<file path="src/rtl/lsfq_pkg.sv">
`timescale 1ns / 1ps
package lsfq_pkg;

	localparam int DEF_QUEUE_DEPTH = 16;
	localparam int DEF_DATA_WIDTH  = 32;

	localparam int WORD_W     = 32;
	localparam int IN_TDATA_W = ((WORD_W + 7) / 8) * 8;

	localparam logic CMD_ADD    = 1'b0;
	localparam logic CMD_DELETE = 1'b1;

	localparam int OUT_DROP_BIT  = 0;
	localparam int OUT_VALID_BIT = 1;

	typedef enum logic [3:0] {
		ST_IDLE = 4'b0001,
		ST_NEXT = 4'b0010,
		ST_READ = 4'b0100,
		ST_OUT  = 4'b1000
	} lsfq_state_t;

endpackage

</file>
<file path="src/rtl/lsfq_ram.sv">
`timescale 1ns / 1ps
module lsfq_ram #(
	parameter int WIDTH = 32,
	parameter int DEPTH = 16,
	parameter int AW    = $clog2(DEPTH)
) (
	input  logic             clk,
	input  logic             we,
	input  logic [AW-1:0]    waddr,
	input  logic [WIDTH-1:0] wdata,
	input  logic             re,
	input  logic [AW-1:0]    raddr,
	output logic [WIDTH-1:0] rdata
);

	logic [WIDTH-1:0] mem [DEPTH];

	always_ff @(posedge clk) begin
		if (we) begin
			mem[waddr] <= wdata;
		end
		if (re) begin
			rdata <= mem[raddr];
		end
	end

endmodule

</file>
<file path="src/rtl/lsfq_free_enc.sv">
`timescale 1ns / 1ps
module lsfq_free_enc #(
	parameter int DEPTH = 16,
	parameter int AW    = $clog2(DEPTH)
) (
	input  logic [DEPTH-1:0] used,
	output logic             found,
	output logic [AW-1:0]    idx
);

	always_comb begin
		idx = '0;
		for (int i = DEPTH - 1; i >= 0; i--) begin
			if (!used[i]) begin
				idx = AW'(i);
			end
		end
	end

	assign found = ~&used;

endmodule

</file>
<file path="src/rtl/linked_slot_fifo_queue_top.sv">
`timescale 1ns / 1ps
// An accepted item takes the sequencer from ST_IDLE to ST_READ, or via ST_NEXT for a
// delete whose head has a successor (one extra link-memory read); ST_OUT then loads the
// output register and raises m_tvalid once the output is free. No new item is taken until
// ST_IDLE, after the registered link and payload memory reads and any m_tready stall.
// Reset (arst_n low, asynchronous) clears the state, slot valid bits, head, tail, count and
// m_tvalid; the memories are not swept, so items are taken right away.
module linked_slot_fifo_queue_top
	import lsfq_pkg::*;
#(
	parameter int QUEUE_DEPTH = DEF_QUEUE_DEPTH,
	parameter int DATA_WIDTH  = DEF_DATA_WIDTH
) (
	input  logic                  clk,
	input  logic                  arst_n,
	input  logic                  s_tvalid,
	output logic                  s_tready,
	input  logic [IN_TDATA_W-1:0] s_tdata,  // data_word
	input  logic                  s_tuser,  // command
	output logic                  m_tvalid,
	input  logic                  m_tready,
	// head_word, entry_count, zero fill
	output logic [((WORD_W + $clog2(QUEUE_DEPTH + 1) + 7) / 8) * 8 - 1:0] m_tdata,
	output logic [1:0]            m_tuser   // add_dropped, head_valid
);

	localparam int IDX_W       = $clog2(QUEUE_DEPTH);
	localparam int CNT_W       = $clog2(QUEUE_DEPTH + 1);
	localparam int OUT_TDATA_W = ((WORD_W + CNT_W + 7) / 8) * 8;

	lsfq_state_t             state_q;
	logic [QUEUE_DEPTH-1:0]  used_q;
	logic [IDX_W-1:0]        head_q;
	logic [IDX_W-1:0]        tail_q;
	logic [CNT_W-1:0]        len_q;
	logic                    drop_q;
	logic                    m_tvalid_q;
	logic [OUT_TDATA_W-1:0]  m_tdata_q;
	logic [1:0]              m_tuser_q;

	logic                    free_found;
	logic [IDX_W-1:0]        free_idx;

	logic                    accept;
	logic                    do_add;
	logic                    do_del;
	logic                    pay_we;
	logic                    pay_re;
	logic [DATA_WIDTH-1:0]   pay_wdata;
	logic [DATA_WIDTH-1:0]   pay_rdata;
	logic                    nxt_we;
	logic                    nxt_re;
	logic [IDX_W-1:0]        nxt_rdata;
	logic [DATA_WIDTH+WORD_W-1:0] in_ext;
	logic [DATA_WIDTH+WORD_W-1:0] out_ext;
	logic [WORD_W-1:0]       head_word;
	logic                    out_free;

	assign s_tready = (state_q == ST_IDLE);
	assign accept   = s_tvalid && s_tready;
	assign do_add   = accept && (s_tuser == CMD_ADD)
		&& (len_q != CNT_W'(QUEUE_DEPTH)) && free_found;
	assign do_del   = accept && (s_tuser == CMD_DELETE) && (len_q != '0);

	assign in_ext    = {{DATA_WIDTH{1'b0}}, s_tdata[WORD_W-1:0]};
	assign pay_wdata = in_ext[DATA_WIDTH-1:0];
	assign pay_we    = do_add;
	assign pay_re    = (state_q == ST_READ);
	assign nxt_we    = do_add && (len_q != '0);
	assign nxt_re    = do_del && (len_q != CNT_W'(1));

	assign out_ext   = {{WORD_W{1'b0}}, pay_rdata};
	assign head_word = (len_q != '0) ? out_ext[WORD_W-1:0] : '0;
	assign out_free  = !m_tvalid_q || m_tready;

	lsfq_free_enc #(
		.DEPTH (QUEUE_DEPTH),
		.AW    (IDX_W)
	) u_free_enc (
		.used  (used_q),
		.found (free_found),
		.idx   (free_idx)
	);

	lsfq_ram #(
		.WIDTH (DATA_WIDTH),
		.DEPTH (QUEUE_DEPTH),
		.AW    (IDX_W)
	) u_payload_ram (
		.clk   (clk),
		.we    (pay_we),
		.waddr (free_idx),
		.wdata (pay_wdata),
		.re    (pay_re),
		.raddr (head_q),
		.rdata (pay_rdata)
	);

	lsfq_ram #(
		.WIDTH (IDX_W),
		.DEPTH (QUEUE_DEPTH),
		.AW    (IDX_W)
	) u_link_ram (
		.clk   (clk),
		.we    (nxt_we),
		.waddr (tail_q),
		.wdata (free_idx),
		.re    (nxt_re),
		.raddr (head_q),
		.rdata (nxt_rdata)
	);

	always_ff @(posedge clk or negedge arst_n) begin
		if (!arst_n) begin
			state_q    <= ST_IDLE;
			used_q     <= '0;
			head_q     <= '0;
			tail_q     <= '0;
			len_q      <= '0;
			m_tvalid_q <= 1'b0;
		end else begin
			if ((state_q == ST_OUT) && out_free) begin
				m_tvalid_q <= 1'b1;
			end else if (m_tvalid_q && m_tready) begin
				m_tvalid_q <= 1'b0;
			end
			unique case (state_q)
				ST_IDLE: begin
					if (accept) begin
						state_q <= nxt_re ? ST_NEXT : ST_READ;
						if (do_add) begin
							used_q[free_idx] <= 1'b1;
							tail_q           <= free_idx;
							len_q            <= len_q + CNT_W'(1);
							if (len_q == '0) begin
								head_q <= free_idx;
							end
						end
						if (do_del) begin
							used_q[head_q] <= 1'b0;
							len_q          <= len_q - CNT_W'(1);
							if (len_q == CNT_W'(1)) begin
								head_q <= '0;
								tail_q <= '0;
							end
						end
					end
				end
				ST_NEXT: begin
					head_q  <= nxt_rdata;
					state_q <= ST_READ;
				end
				ST_READ: begin
					state_q <= ST_OUT;
				end
				ST_OUT: begin
					if (out_free) begin
						state_q <= ST_IDLE;
					end
				end
				default: begin
					state_q <= ST_IDLE;
				end
			endcase
		end
	end

	always_ff @(posedge clk) begin
		if (accept) begin
			drop_q <= (s_tuser == CMD_ADD) && !do_add;
		end
		if ((state_q == ST_OUT) && out_free) begin
			m_tdata_q <= OUT_TDATA_W'({len_q, head_word});
			m_tuser_q <= {(len_q != '0), drop_q};
		end
	end

	assign m_tvalid = m_tvalid_q;
	assign m_tdata  = m_tdata_q;
	assign m_tuser  = m_tuser_q;

`ifndef SYNTHESIS
	a_len_bound: assert property (@(posedge clk) disable iff (!arst_n)
		len_q <= CNT_W'(QUEUE_DEPTH))
		else $error("entry count above depth");

	a_used_count: assert property (@(posedge clk) disable iff (!arst_n)
		$countones(used_q) == int'(len_q))
		else $error("used slots disagree with entry count");

	a_empty_home: assert property (@(posedge clk) disable iff (!arst_n)
		(len_q == '0) && (state_q == ST_IDLE) |-> (head_q == '0) && (tail_q == '0))
		else $error("empty queue with head or tail away from slot zero");

	a_one_item: assert property (@(posedge clk) disable iff (!arst_n)
		accept |=> (state_q != ST_IDLE))
		else $error("sequencer returned to idle right after accepting");

	a_out_load: assert property (@(posedge clk) disable iff (!arst_n)
		(state_q == ST_OUT) && out_free |=> m_tvalid_q)
		else $error("result not presented after output stage");
`endif

endmodule
</file>
<file path="config.mk">
export PLATFORM = sky130hd
export DESIGN_NAME = linked_slot_fifo_queue_top
export DESIGN_NICKNAME = d
export VERILOG_FILES = /design/src/rtl/lsfq_pkg.sv /design/src/rtl/lsfq_ram.sv /design/src/rtl/lsfq_free_enc.sv /design/src/rtl/linked_slot_fifo_queue_top.sv
export SDC_FILE = /design/constraint.sdc
export NUM_CORES = 1
export LEC_CHECK = 0
export BUFFER_PORTS_ARGS = -buffer_cell sky130_fd_sc_hd__clkbuf_2
export CAP_MARGIN = 10
export CORE_MARGIN = 5
export CORE_UTILIZATION = 50
export CTS_CLUSTER_DIAMETER = 40
export CTS_CLUSTER_SIZE = 25
export DETAILED_ROUTE_END_ITERATION = 6
export GPL_TIMING_DRIVEN = 0
export PLACE_DENSITY = 0.66
export RECOVER_POWER = 50
export SLEW_MARGIN = 20
export SYNTH_ARGS = -nofsm -noshare
export SYNTH_HDL_FRONTEND = slang
export SYNTH_SLANG_ARGS = --single-unit
export TNS_END_PERCENT = 20
</file>
<file path="constraint.sdc">
create_clock -name clk -period 4.65 [get_ports clk]
set_input_delay 0.93 -clock clk [delete_from_list [all_inputs] [get_ports clk]]
set_output_delay 0.93 -clock clk [all_outputs]
set_load 0.01 [all_outputs]
</file>
# Word level (Yosys, flattened, before mapping)
# Memories as Yosys holds them, arrays and structs flattened. A register that Yosys moved wholly into a read port is not among the register bits.
# Cells that the tools add are included.
[word_totals]
reg_bits = 74
ram_bits = 576
in_bits = 37
output_inout_bits = 44
elab_cells = 103
mem_count = 2
[mem_list]
columns = ["name", "words", "word_bits", "read_ports", "rd_ports_with_merged_regs", "write_ports", "line", "source"]
rows = [
  ["u_payload_ram.mem", 16, 32, 1, 1, 1, "lsfq_ram.sv:16", "logic [WIDTH-1:0] mem [DEPTH];"],
  ["u_link_ram.mem", 16, 4, 1, 1, 1, "lsfq_ram.sv:16", ""],
]
[classes]
n_addsub = 2
magnitude_cmp = 4
n_eq_ne = 9
muxes = 45
bitwise = 4
n_reduce_logical = 27
[ops]
columns = ["operator", "count"]
rows = [
  ["$mux 4", 26],
  ["$mux 16", 4],
  ["$and 16x16->16", 1],
  ["$not 16->16", 1],
  ["$or 16x16->16", 1],
  ["$pmux 4 s4", 1],
  ["$reduce_and 16->1", 1],
  ["$logic_and 1x1->1", 13],
  ["$lt 4x5->1 const B", 2],
  ["$mux 5", 2],
  ["$demux 1 s4", 2],
  ["$ge 4x1->1 const B", 2],
  ["$mux 1", 8],
  ["$pmux 4 s2", 1],
  ["$reduce_and 2->1", 3],
  ["$reduce_bool 2->1", 3],
  ["$add 5x1->5 const B", 1],
  ["$eq 5x1->1 const B", 1],
  ["$logic_not 5->1", 1],
  ["$ne 5x1->1 const B", 1],
  ["$ne 5x5->1 const B", 1],
  ["$reduce_bool 5->1", 1],
  ["$sub 5x1->5 const B", 1],
  ["$eq 4x1->1 const B", 1],
  ["10 further kinds", 12],
]

# Longest topological paths before layout
[depth]
word_depth = 26
ltp_mapped = 9
mapped_depth_nobuf = 8

# Modules after synthesis
# A second synthesis with hierarchy kept.
[unflattened]
cells_unflattened = 1273
area_unflattened_um2 = 26422.8
[by_module_without_submodules]
columns = ["mod", "instances", "cells_per_inst", "area_per_inst_um2", "seq_area_each_um2"]
rows = [
  ["lsfq_ram at u_payload_ram", 1, 838, 20174.3, 16335.7],
  ["linked_slot_fifo_queue_top", 1, 271, 3375.7, 2053.2],
  ["lsfq_ram at u_link_ram", 1, 130, 2706.3, 2042.0],
  ["lsfq_free_enc", 1, 34, 166.4, 0.0],
]

# Least setup slack after synthesis
# OpenSTA, ideal clock, no wires.
[synth_timing]
path_type = "register to register"
start = "register state_q[0]"
end = "memory u_payload_ram.mem[2][0] (enable)"
setup_time_ps = 501
t_arrival_ps = 4568
t_required_ps = 4149
path_slack_ps = -419
stages_incl_launch_ff = 6
path_buffers = 0
period_less_slack_ps = 5069
path_cell_list = "dfstp_2 nor4b_4 nand2_1 nor3b_1 nand2_1 nor4_1"
[synth_between]
elab_chain_cells = 7
[synth_rtl]
columns = ["item", "line", "source"]
rows = [
  ["start, declared", "linked_slot_fifo_queue_top.sv:31", "lsfq_state_t state_q;"],
  ["start signal, assigned", "linked_slot_fifo_queue_top.sv:130", "state_q <= nxt_re ? ST_NEXT : ST_READ;"],
  ["$eq 4x1->1", "linked_slot_fifo_queue_top.sv:59", "assign s_tready = (state_q == ST_IDLE);"],
  ["via s_tready", "linked_slot_fifo_queue_top.sv:17", "output logic s_tready,"],
  ["$logic_and 1x1->1", "linked_slot_fifo_queue_top.sv:60", "assign accept = s_tvalid && s_tready;"],
  ["$logic_and 1x1->1", "linked_slot_fifo_queue_top.sv:61", "assign do_add = accept && (s_tuser == CMD_ADD)"],
  ["$logic_and 1x1->1 (2 in a row)", "linked_slot_fifo_queue_top.sv:62", "&& (len_q != CNT_W'(QUEUE_DEPTH)) && free_found;"],
  ["$mux 1", "lsfq_ram.sv:19", "if (we) begin"],
  ["$mux 1 (not written as such)", "lsfq_ram.sv:20", "mem[waddr] <= wdata;"],
  ["end, declared", "lsfq_ram.sv:16", ""],
]
# The timed path passes the listed nets, and every way through them passes these cells.

# Final worst setup path
[layout_timing]
start = "register state_q[0]"
end = "memory u_link_ram.mem[6][3] (netlist bit) (enable)"
[layout_between]
elab_chain_cells = 8
[layout_rtl]
columns = ["item", "line", "source"]
rows = [
  ["$eq 4x1->1", "linked_slot_fifo_queue_top.sv:59", ""],
  ["$logic_and 1x1->1", "linked_slot_fifo_queue_top.sv:60", ""],
  ["$logic_and 1x1->1", "linked_slot_fifo_queue_top.sv:61", ""],
  ["$logic_and 1x1->1 (2 in a row)", "linked_slot_fifo_queue_top.sv:62", ""],
  ["$logic_and 1x1->1", "linked_slot_fifo_queue_top.sv:69", "assign nxt_we = do_add && (len_q != '0);"],
  ["$mux 1", "lsfq_ram.sv:19", ""],
  ["$mux 1 (not written as such)", "lsfq_ram.sv:20", ""],
  ["end, declared", "lsfq_ram.sv:16", ""],
]
# Every way passes these cells.

==> reports/metrics.cfg <==
[synth]
synth_flop_cell=edfxtp_1
synth.cell_area_um2=26300
yosysWarnings=0
syn_inst=1171
synthArstFlopShare_pct=4.96
synth_cell_type_count=68
syn_area_per_cell_um2=22.5
synth-seq-area-share_pct=77.6
ys_seq_elements=686
synth-edff-count=652

[layout]
drive_gt1_share_pct=29.2
seq_area_um2=20400
stdcell_area_um2=30900
mostFrequentLayoutCells=652 x edfxtp_1, 180 x mux4_2, 102 x clkbuf_1
final_util_pct=59.1
fillers=3765
multi_input_area_um2=5650
area_delta_synth_final_pct=17.5
layout_commonest_cell=edfxtp_1
final_nets=1413

[outcome]
outcome=complete, but fails checks
violations=capacitance limit, slew limit

[cts]
cts_buffers=81
hold_buffers=0
path_clk_slew_ns=0.06
cts_tree=yes
clk_latency_ns=0.61
clock-sinks=686
cts_root_buffer=clkbuf_16
ctsResizeCount=0
postCtsSetupRepairBufs=0
htree_levels=3
clock_path_buffers=3

[global_routing]
antenna_found_initial=8
grt_max_degree=35
grt_pass1_wl_mm=87.9
overflow=0
grt_pass1_vias=13200
track_usage_pct=21.2

[pwr]
total_leakage_power_nw=9.79
p_per_area_nw_per_um2=583
worst_ir_drop_vdd_mv=0.268

[sta]
min_period_ns=3.83
skew_ns=0.0238
fin_crit_sh_pct=82.4
finalSetupViolations=0
tightest_slew_ns=3.41
rsz0062_at_grt=no
slew_viol_final=68
fmax_mhz=261
hold_viol=0
finalWorstSetupSlack_ns=0.821
slew_headroom_pct=-128

[drt]
drt_wl_total_mm=59.2
vias=12800
drc=0
wire_per_inst_um=27.8
drt-vias-per-instance=6.02
drt_pass1_iterations=5
drt-initial-drc-count=1457
drtAntennaViolNets=0

[worst_setup_path]
critPathLaunchType=flip-flop
path_class=flip-flop to flip-flop
reg2reg_depth=6
cp-end-kind=flip-flop
path_max_fanout=10
arrival_ns=4.06
critical_path_required_ns=4.89

[floorplanning]
io_pins=81
row_count=84
die_area_um2=57400
coreArea_um2=52300
start_util_pct=50.3
dieWidth_um=240
dieHeight_um=240

[place]
gp_congestion=0.889
preCtsSetupSlack_ns=1.14
dpl_cell_area_um2=28300
io_buffers=77
dp_hpwl_mm=37.0

[hold_path]
hold_class=flip-flop to flip-flop
whs_path_depth=0

[job]
drv_cap=2

[sequential cells by signal, indices dropped and copies added (netlist names)]
signal               cells
u_link_ram.rdata         4
used_q                  16
len_q                    5
head_q                   4
m_tdata                 37
drop_q                   1
u_link_ram.mem          64
m_tvalid                 1
u_payload_ram.rdata     32
u_payload_ram.mem      512
state_q                  4
m_tuser                  2
tail_q                   4
[metrics by stage]
step | power, W | TNS [ns] | std cells | hold slack [ns]
after detailed placement | 0.0118 | 0 | 1978 | 0.410
final | 0.0180 | 0 | 2131 | 0.435
after global routing | 0.0188 | 0 | 2129 | 0.455
after floorplan | 0.0104 | 0 | 1173 | 0.400
after global placement | 0.0117 | -497.65 | 1938 | 0.403
after CTS | 0.0183 | 0 | 2127 | 0.438
[cell usage after synthesis, drive strengths merged (3+ instances only)]
cell	count	area share [%]
nor4b	5	0.27
nor4	5	0.17
a22oi	4	0.11
and2	34	0.81
mux2i	3	0.11
dfrtp	33	3.1
buf	30	0.61
a21oi	15	0.34
ha	3	0.14
nand2	33	0.47
nor3	16	0.42
and4	6	0.20
nand4	4	0.15
xnor2	3	0.10
nor2b	6	0.14
nor2	29	0.41
a2bb2oi	5	0.17
a41oi	3	0.10
edfxtp	652	74
mux4	180	15
o21ai	8	0.15
nand4b	3	0.12
nand3	7	0.13
nand2b	6	0.14
o2111ai	3	0.10
clkbuf	24	0.34
inv	17	0.24
[worst max-delay path, cell delays in order (launching register included)]
cell and delay, ns:
dfstp_1 0.57, nor4b_1 0.71, nand4b_2 0.30, buf_6 0.25, a21oi_1 0.66, nand4_1 0.35
nor3_1 0.61
[power breakdown]
part / internal (W) / switching [W] / total [W]
Combinational: 0.00174 / 0.00224 / 0.00399
Sequential: 0.00741 / 0.000203 / 0.00762
Clock: 0.00370 / 0.00273 / 0.00643
Total: 0.0129 / 0.00517 / 0.0180
[logic make-up (layout without fill, tap and decap cells)]
kind of cell	Yosys count	in the layout	share of synthesized area [%]
AND/OR/NAND/NOR	163	163	3.72
multiplexers	183	183	15.5
XOR/XNOR	4	4	0.133
adder cells (fa/ha/maj)	3	3	0.143
buffers and inverters	72	338	1.21
AO/OA/AOI/OAI	59	59	1.71
other	1	7	0.0142
flip-flops	686	686	77.6
[cell type report]
class	instances	share of cell area (%)
antenna	4	0.0324
buffer	54	0.821
clock buffer	88	6.91
clock inverter	61	2.14
inverter	18	0.218
multi-input combinational	415	18.2
sequential	686	66.0
tap	688	2.78
timing repair buffer	117	2.81
[metal layers]
metal / vias to the layer above / wire [µm] / GRT usage [%]
li1: 5373 / - / -
met1: 6763 / 24300 / 30.4
met2: 587 / 29100 / 33.3
met3: 100 / 4430 / 4.19
met4: 8 / 1380 / 6.85
met5: - / 55 / 0
[final timing paths]
| check | startpoint | endpoint | slack, ns |
|---|---|---|---|
| max | state_q[0] | u_link_ram.mem[6][3] | 0.82 |
| min | drop_q | m_tuser[0] | 0.43 |
| max reg2reg | state_q[0] | u_link_ram.mem[6][3] | 0.82 |
| min reg2reg | drop_q | m_tuser[0] | 0.43 |
| max in group asynchronous | arst_n | len_q[4] | 2.75 |
| min in group asynchronous | arst_n | head_q[2] | 0.83 |
(Power assumes the default switching activity.)
